File: src/sv/klvse_pkg.sv
// shared types and constants of the klv local set extractor
package klvse_pkg;

    localparam int unsigned LENGTH_BYTES_MAX = 7;
    localparam int unsigned KEY_BYTES        = 16;
    localparam int unsigned LEN_W            = 56;

    localparam logic [7:0] UKEY [KEY_BYTES] = '{
        8'h06, 8'h0E, 8'h2B, 8'h34, 8'h02, 8'h0B, 8'h01, 8'h01,
        8'h0E, 8'h01, 8'h03, 8'h01, 8'h01, 8'h00, 8'h00, 8'h00
    };

    typedef enum logic [2:0] {
        PH_WAIT    = 3'd0,
        PH_SEARCH  = 3'd1,
        PH_LEN     = 3'd2,
        PH_LENX    = 3'd3,
        PH_VALUE   = 3'd4,
        PH_PENDING = 3'd5
    } t_phase;

    typedef struct packed {
        t_phase             phase;
        logic [4:0]         key_progress;
        logic               key_at_offset_zero;
        logic [2:0]         length_bytes_left;
        logic [LEN_W-1:0]   length_accumulator;
        logic [LEN_W-1:0]   value_bytes_left;
        logic               first_value_pending;
    } t_state;

    typedef struct packed {
        logic [7:0]         value_byte;
        logic [LEN_W-1:0]   value_length;
        logic               first_of_unit;
        logic               last_of_unit;
    } t_result;

    localparam t_state STATE_RESET = '{
        PH_WAIT, 5'd0, 1'b0, 3'd0, 56'd0, 56'd0, 1'b0
    };

endpackage

File: src/sv/klv_local_set_extractor_top.sv
// klv local set extractor: input register, parser state and result register
//
// Takes demultiplexed packet bytes on the s_axis channel, one byte per
// transfer, and returns the value bytes of each key-length-value unit found
// on the metadata stream on the m_axis channel. Key and length bytes are
// consumed and never returned; a unit's value may span several packets.
// The stream number of the metadata packets is written through the cfg
// channel (ready out of reset); the user writes it only while the block is
// idle, the block itself does not enforce that. It resets to 1. Throughput
// is one byte per cycle while m_axis does not stall; the next parser state
// is combinational between the input register and the result register.
// When m_axis stalls, the result register and the input register both fill
// and s_axis_tready drops; it rises in the cycle m_axis_tready returns.
// Synchronous active-low reset empties both registers, returns the parser
// to waiting for a packet start and holds both ready signals low.
module klv_local_set_extractor_top (
    input  logic        i_clk,
    input  logic        i_rst_n,
    // configuration
    input  logic        i_cfg_valid,
    output logic        o_cfg_ready,
    input  logic [7:0]  i_cfg_data,     // metadata_stream
    // packet bytes in
    input  logic        s_axis_tvalid,
    output logic        s_axis_tready,
    input  logic [7:0]  s_axis_tdata,   // data_byte
    input  logic        s_axis_tlast,   // last_of_packet
    input  logic [8:0]  s_axis_tuser,   // stream number, first_of_packet
    // value bytes out
    output logic        m_axis_tvalid,
    input  logic        m_axis_tready,
    output logic [63:0] m_axis_tdata,   // value_byte, value_length
    output logic        m_axis_tlast,   // last_of_unit
    output logic        m_axis_tuser    // first_of_unit
);
    import klvse_pkg::*;

    logic [7:0]  r_meta;
    logic        r_in_valid;
    logic [7:0]  r_in_byte;
    logic [7:0]  r_in_sidx;
    logic        r_in_first;
    logic        r_in_last;
    t_state      r_state;
    t_state      n_state;
    logic        r_out_valid;
    t_result     r_out;
    t_result     n_res;
    logic        n_res_valid;
    logic        out_free;
    logic        proc;

    assign out_free      = !r_out_valid || m_axis_tready;
    assign proc          = r_in_valid && out_free;
    assign s_axis_tready = i_rst_n && (!r_in_valid || out_free);
    assign o_cfg_ready   = i_rst_n;

    always_ff @(posedge i_clk) begin
        if (!i_rst_n) begin
            r_meta <= 8'd1;
        end else if (i_cfg_valid && o_cfg_ready) begin
            r_meta <= i_cfg_data;
        end
    end

    always_ff @(posedge i_clk) begin
        if (!i_rst_n) begin
            r_in_valid <= 1'b0;
        end else if (s_axis_tvalid && s_axis_tready) begin
            r_in_valid <= 1'b1;
        end else if (proc) begin
            r_in_valid <= 1'b0;
        end
    end

    always_ff @(posedge i_clk) begin
        if (s_axis_tvalid && s_axis_tready) begin
            r_in_byte  <= s_axis_tdata;
            r_in_sidx  <= s_axis_tuser[7:0];
            r_in_first <= s_axis_tuser[8];
            r_in_last  <= s_axis_tlast;
        end
    end

    klvse_step u_step (
        .i_state           (r_state),
        .i_data_byte       (r_in_byte),
        .i_stream_id       (r_in_sidx),
        .i_first_of_packet (r_in_first),
        .i_last_of_packet  (r_in_last),
        .i_meta_stream     (r_meta),
        .o_state           (n_state),
        .o_res_valid       (n_res_valid),
        .o_res             (n_res)
    );

    always_ff @(posedge i_clk) begin
        if (!i_rst_n) begin
            r_state <= STATE_RESET;
        end else if (proc) begin
            r_state <= n_state;
        end
    end

    always_ff @(posedge i_clk) begin
        if (!i_rst_n) begin
            r_out_valid <= 1'b0;
        end else if (out_free) begin
            r_out_valid <= proc && n_res_valid;
        end
    end

    always_ff @(posedge i_clk) begin
        if (proc && n_res_valid) begin
            r_out <= n_res;
        end
    end

    assign m_axis_tvalid = r_out_valid;
    assign m_axis_tdata  = {r_out.value_length, r_out.value_byte};
    assign m_axis_tlast  = r_out.last_of_unit;
    assign m_axis_tuser  = r_out.first_of_unit;

endmodule

File: src/sv/klvse_step.sv
// per-byte next state and result of the key, length and value parser
module klvse_step (
    input  klvse_pkg::t_state  i_state,
    input  logic [7:0]         i_data_byte,
    input  logic [7:0]         i_stream_id,
    input  logic               i_first_of_packet,
    input  logic               i_last_of_packet,
    input  logic [7:0]         i_meta_stream,
    output klvse_pkg::t_state  o_state,
    output logic               o_res_valid,
    output klvse_pkg::t_result o_res
);
    import klvse_pkg::*;

    t_state            s;
    logic              meta;
    logic [2:0]        cnt;
    logic [LEN_W-1:0]  len;
    logic              acc_ok;

    always_comb begin
        s           = i_state;
        o_res_valid = 1'b0;
        o_res       = '0;
        meta        = (i_stream_id == i_meta_stream);
        cnt         = i_data_byte[2:0];
        len         = '0;
        acc_ok      = 1'b0;

        // packet start: a pending unit survives, anything half parsed is dropped
        if (i_first_of_packet) begin
            if (s.phase == PH_VALUE || s.phase == PH_PENDING) begin
                s.phase = meta ? PH_VALUE : PH_PENDING;
            end else if (meta) begin
                s.phase              = PH_SEARCH;
                s.key_progress       = 5'd0;
                s.key_at_offset_zero = 1'b1;
            end else begin
                s.phase = PH_WAIT;
            end
        end

        case (s.phase)
            PH_SEARCH: begin
                if (!s.key_progress[4] && i_data_byte == UKEY[s.key_progress[3:0]]) begin
                    s.key_progress = s.key_progress + 5'd1;
                end else begin
                    s.key_at_offset_zero = 1'b0;
                    s.key_progress       = (i_data_byte == UKEY[0]) ? 5'd1 : 5'd0;
                end
                if (s.key_progress[4]) begin
                    s.phase = i_last_of_packet ? PH_WAIT : PH_LEN;
                end else if (i_last_of_packet) begin
                    s.phase = PH_WAIT;
                end
            end
            PH_LEN: begin
                if (i_data_byte[7]) begin
                    if (cnt == 3'd0 || 32'(cnt) > LENGTH_BYTES_MAX || i_last_of_packet) begin
                        s.phase = PH_WAIT;
                    end else begin
                        s.length_bytes_left  = cnt;
                        s.length_accumulator = '0;
                        s.phase              = PH_LENX;
                    end
                end else if (i_data_byte == 8'd0
                             || (s.key_at_offset_zero && i_last_of_packet)) begin
                    s.phase = PH_WAIT;
                end else begin
                    acc_ok = 1'b1;
                    len    = {{(LEN_W-8){1'b0}}, i_data_byte};
                end
            end
            PH_LENX: begin
                s.length_accumulator = {s.length_accumulator[LEN_W-9:0], i_data_byte};
                if (s.length_bytes_left != 3'd0) begin
                    s.length_bytes_left = s.length_bytes_left - 3'd1;
                end
                if (s.length_bytes_left == 3'd0) begin
                    if (s.length_accumulator == '0) begin
                        s.phase = PH_WAIT;
                    end else begin
                        acc_ok = 1'b1;
                        len    = s.length_accumulator;
                    end
                end else if (i_last_of_packet) begin
                    s.phase = PH_WAIT;
                end
            end
            PH_VALUE: begin
                o_res_valid         = 1'b1;
                o_res.value_byte    = i_data_byte;
                o_res.value_length  = s.first_value_pending ? s.length_accumulator : '0;
                o_res.first_of_unit = s.first_value_pending;
                s.first_value_pending = 1'b0;
                if (s.value_bytes_left != '0) begin
                    s.value_bytes_left = s.value_bytes_left - 56'd1;
                end
                o_res.last_of_unit = (s.value_bytes_left == '0);
                if (o_res.last_of_unit) begin
                    s.phase = PH_WAIT;
                end else if (i_last_of_packet) begin
                    s.phase = PH_PENDING;
                end
            end
            default: begin
            end
        endcase

        // unit accepted: value bytes follow in this or a later packet
        if (acc_ok) begin
            s.length_accumulator  = len;
            s.value_bytes_left    = len;
            s.first_value_pending = 1'b1;
            s.phase               = i_last_of_packet ? PH_PENDING : PH_VALUE;
        end

        o_state = s;
    end

endmodule

File: config.mk
export PLATFORM = sky130hd
export DESIGN_NAME = klv_local_set_extractor_top
export DESIGN_NICKNAME = d
export VERILOG_FILES = /design/src/sv/klvse_pkg.sv /design/src/sv/klv_local_set_extractor_top.sv /design/src/sv/klvse_step.sv
export SDC_FILE = /design/constraint.sdc
export NUM_CORES = 1
export LEC_CHECK = 0
export ABC_AREA = 1
export BUFFER_PORTS_ARGS = -buffer_cell sky130_fd_sc_hd__buf_4
export CAP_MARGIN = 20
export CORE_UTILIZATION = 31
export CTS_BUF_LIST = sky130_fd_sc_hd__clkbuf_8
export CTS_CLUSTER_SIZE = 28
export DETAILED_ROUTE_END_ITERATION = 10
export PLACE_DENSITY = 0.47
export SYNTH_ARGS = -nofsm -noshare
export SYNTH_HDL_FRONTEND = slang
export SYNTH_SLANG_ARGS = --single-unit
File: constraint.sdc
create_clock -name i_clk -period 7.15 [get_ports i_clk]
set_input_delay 0.715 -clock i_clk [delete_from_list [all_inputs] [get_ports i_clk]]
set_output_delay 0.715 -clock i_clk [all_outputs]
set_load 0.02 [all_outputs]
==> impl.org <==
** Flow run
- The tool flagged a number of max-cap violations equal to 0.

** Clocking
- Count of clock tree sinks :: roughly 220
- The number of clock buffers added by TritonCTS is 41.
- Buffers inserted to repair hold after CTS numbered 0.
- Clock tree buffer depth :: 3
- After clock tree synthesis, the setup repair step added 0 buffers.
- TritonCTS built the clock tree.
- Number of H-tree levels :: 2
- After clock tree synthesis, the clock-pin slew on the worst setup and hold paths is 60 ps.
- Root Buffer Master :: sky130_fd_sc_hd__clkbuf_8
- Resize count post-CTS :: 0
- For the worst-skew pair, the clock arrives at the later sink with an insertion delay of 580 ps.

** Synthesis
- Synth Area per Inst :: 7.17 µm²
- The synthesized design contains 219 register bits.
- Commonest register cell after synthesis :: sky130_fd_sc_hd__dfxtp_1
- Counting every net in the synthesized netlist gives between 1,500 and 2,000.
- Distinct cell type count of the synthesized netlist :: 38
- Yosys warns :: 0
- The synthesized netlist occupies a cell area of 0.0118 mm².
- The synthesized design contains 84 enable-type register cells.
- Register area share after synthesis :: 44.3%
- In the synthesized netlist the async set-or-reset flop fraction comes to 0%.
- Synthesis produced 1,646 cells.

** Drt
- Starting DRC count in detailed routing :: ~750
- The final layout contains routed wiring with a total length of 38.1 mm.
- Initial DRT Pass Iterations :: 5
- The count of nets left with antenna violations once routing finished came out at 0.
- Via total after detailed routing :: ~11,000
- After detailed routing, the number of remaining DRC violations is 0.
- Via-to-Cell Ratio :: 4.88
- Detailed-route wire length per cell :: 16.9 µm

** Timing
- The clock period could shrink to just over 4000 ps.
- Hold Violations, Final :: 0
- Clock skew on the completed layout was measured at 18.2 ps.
- Across all setup checks in the final design, the least slack found is between 2000 and 3000 ps.
- Worst slew margin relative to its limit :: between 20% and 30%
- The worst path uses 58.1% of the clock period.
- Total Negative Setup Slacks :: 0 ps
- For this run, the top clock speed supported by timing is 0.241 GHz.
- Worst slew pin tran :: roughly 1100 ps
- Setup violations remaining at the end of the flow were counted as 0.
- RSZ-0062 raised after global routing :: false
- The total count of max-transition violations in the final report is 0.

** Power and ir drop
- Lkg Pwr :: around 5.6 nW
- The worst-case IR drop observed on VDD is 0.127 mV.
- Total power :: 3.05 mW
- For this design the ratio of total power to cell area is 224 mW/mm².

** Global routing
- The initial antenna violation count is 0.
- The number of global-route vias before repair was 10,489.
- The first global-routing pass estimated about 59 mm of wire.
- Overflow left after global routing :: 0
- Global routing used 19.6% of the available tracks across all layers.
- Maximum number of pins on one net before global-route repair :: 113

** Floorplanning
- Initial standard-cell utilization of the core :: 31.4%
- Chip Height :: 197 µm
- Core ar. :: ~0.038 mm²
- During I/O placement, the number of pins put on the boundary was 100.
- The die covers 0.0388 mm².
- The die is 197 µm wide.
- The initialized floorplan defines slightly above 70 standard-cell rows.

** Layout
- Measured on the finished design, the core utilization comes to 36.3%.
- From synthesis to final layout, the design area changed by 15.6%.
- In the final layout, flip-flops and latches occupy 0.00523 mm².
- 0 antenna diodes ended up in the layout.
- Final Net Count :: 1,751
- Fillers :: 4,101
- After routing the design area is 0.0136 mm².
- Commonest non-fill, non-tap cell in the layout :: sky130_fd_sc_hd__nand2_1
- Multi-input gate area in the final layout :: 0.00559 mm²
- Commonest cells after routing, fill and taps aside :: 401 x sky130_fd_sc_hd__nand2_1, 251 x sky130_fd_sc_hd__nor2_1, 164 x sky130_fd_sc_hd__inv_1, 138 x sky130_fd_sc_hd__nand3_1, 135 x sky130_fd_sc_hd__dfxtp_1
- Layout cells sized above 1 :: between 10% and 20%

** Placement
- Placed cell area :: 0.0128 mm²
- Summed over all nets, the half-perimeter wirelength after detailed placement is 27.0 mm.
- Post-placement worst setup slack :: 2970 ps
- Quantity of I/O buffers inserted on ports :: 99
- The congestion estimate from routability-driven global placement came to between 0.9 and 1.

** Worst setup path
- Cell with the largest stage delay on the worst path :: sky130_fd_sc_hd__nand2_4
- Data required time at the worst endpoint :: 7590 ps
- Delay of the slowest cell on the worst path :: 710 ps
- STA puts the critical path data arrival time at 4590 ps.
- Crit Path Class :: flop to flop
- Maximum fanout along the worst path :: 103
- Counting stages on the worst path, the most repeated cell is sky130_fd_sc_hd__nand2_4.
- The critical path goes through xnor2_1, nand2_1, nor2_1, nand2_1, nand2_1, o221ai_2, inv_2, nand2_4, inv_4, nand3_2, nand2_4, nand2_4, nand2_4, inv_1, a21oi_1, a211oi_1.
- Count of buffering cells on the critical path with inverters included :: 3
- Grouping stages by cell kind, the critical path spends the most delay in simple AND/OR/NAND/NOR gates.
- For the worst flop-to-flop path, the logic depth is 16.
- The worst setup path is captured at a flop.
- The worst setup path is launched from a flop.
- The critical path runs through a total of 16 cells.

** Min path
- The tightest min-delay check is of the primary input to flop type.
- Depth of the worst hold-timing path :: 1

** Run status
- Result of the run :: complete, no violations
==> synth_stat cells (2+ instances only) <==
cell type / count / area, µm²
sky130_fd_sc_hd__buf_2: 21 / 105
sky130_fd_sc_hd__nor2_4: 3 / 33.8
sky130_fd_sc_hd__xor2_1: 15 / 131
sky130_fd_sc_hd__nand2_2: 2 / 12.5
sky130_fd_sc_hd__xnor2_1: 14 / 123
sky130_fd_sc_hd__buf_1: 3 / 11.3
sky130_fd_sc_hd__a211oi_1: 11 / 82.6
sky130_fd_sc_hd__nand2_4: 5 / 56.3
sky130_fd_sc_hd__nor4_1: 13 / 81.3
sky130_fd_sc_hd__buf_6: 10 / 113
sky130_fd_sc_hd__nor3_1: 4 / 20.0
sky130_fd_sc_hd__o21ai_0: 83 / 415
sky130_fd_sc_hd__a31oi_1: 50 / 313
sky130_fd_sc_hd__nor2_2: 13 / 81.3
sky130_fd_sc_hd__inv_2: 5 / 18.8
sky130_fd_sc_hd__dfxtp_1: 135 / 2700
sky130_fd_sc_hd__clkinv_1: 3 / 11.3
sky130_fd_sc_hd__a21oi_1: 83 / 415
sky130_fd_sc_hd__inv_1: 146 / 548
sky130_fd_sc_hd__ha_1: 6 / 75.1
sky130_fd_sc_hd__nand4_1: 17 / 106
sky130_fd_sc_hd__clkbuf_2: 4 / 20.0
sky130_fd_sc_hd__edfxtp_1: 84 / 2520
sky130_fd_sc_hd__nand2_1: 401 / 1510
sky130_fd_sc_hd__nand3b_1: 19 / 143
sky130_fd_sc_hd__nand3_1: 138 / 691
sky130_fd_sc_hd__buf_4: 2 / 15.0
sky130_fd_sc_hd__o21ai_1: 56 / 280
sky130_fd_sc_hd__nor2_1: 252 / 946
sky130_fd_sc_hd__clkbuf_1: 40 / 150
==> stage by stage <==
stage               hold slack (ps)  std cells
global placement                452       2182
detailed placement              467       2182
CTS                             273       2258
global route                    274       2258
floorplan                       444       1646
finish                          315       2258
==> flip-flops by register name, indices dropped and copies added (netlist names), 8 cells and up <==
signal,cells
r_in_byte,8
r_meta,8
r_state,125
m_axis_tdata,64
r_in_sidx,8
==> worst reg2reg max path, stage by stage (launching register included) <==
cell,delay [ps]
sky130_fd_sc_hd__edfxtp_1,370
sky130_fd_sc_hd__xnor2_1,140
sky130_fd_sc_hd__nand2_1,70
sky130_fd_sc_hd__nor2_1,180
sky130_fd_sc_hd__nand2_1,110
sky130_fd_sc_hd__nand2_1,80
sky130_fd_sc_hd__o221ai_2,150
sky130_fd_sc_hd__inv_2,130
sky130_fd_sc_hd__nand2_4,90
sky130_fd_sc_hd__inv_4,680
sky130_fd_sc_hd__nand3_2,190
sky130_fd_sc_hd__nand2_4,180
sky130_fd_sc_hd__nand2_4,100
sky130_fd_sc_hd__nand2_4,710
sky130_fd_sc_hd__inv_1,530
sky130_fd_sc_hd__a21oi_1,230
sky130_fd_sc_hd__a211oi_1,60
==> area by class of cell <==
class / count / area share (%)
multi-input cells: 1192 / 41.0
flip-flops and latches: 219 / 38.3
repair buffers: 105 / 5.78
well taps: 511 / 4.69
inverters: 155 / 4.28
clock buffers: 42 / 4.24
clock inverters: 34 / 1.72
==> routing by layer <==
metal	track usage (%)	routed length, µm
met4	6.35	1070
met3	3.02	1660
met2	33.8	18500
met1	24.9	16800
met5	0	0
==> kinds of logic (layout without fill, tap and decap cells) <==
family	after synthesis	count (layout)	synth area share, %
AND/OR/NAND/NOR	869	869	31.3
AO/OA/AOI/OAI	288	288	13.2
buffers and inverters	235	336	8.46
flip-flops	219	219	44.3
XOR/XNOR	29	29	2.15
adder cells (fa/ha/maj)	6	6	0.636
==> final timing paths <==
| check | slack [ps] | to | startpoint |
|---|---|---|---|
| max reg2reg | 3000 | r_state[1] | r_in_sidx[6] |
| min | 310 | r_in_sidx[1] | s_axis_tuser[1] |
| min reg2reg | 470 | r_state[116] | r_state[116] |
| max | 3000 | r_state[1] | r_in_sidx[6] |
==> power by group <==
part / switching, mW / leakage (nW) / internal [mW]
sequential: 0.0201 / 1.72 / 1.31
combinational: 0.329 / 3.42 / 0.158
clock: 0.571 / 0.480 / 0.662
total: 0.920 / 5.61 / 2.13
No activity file was read; power rests on OpenSTA's default activity.
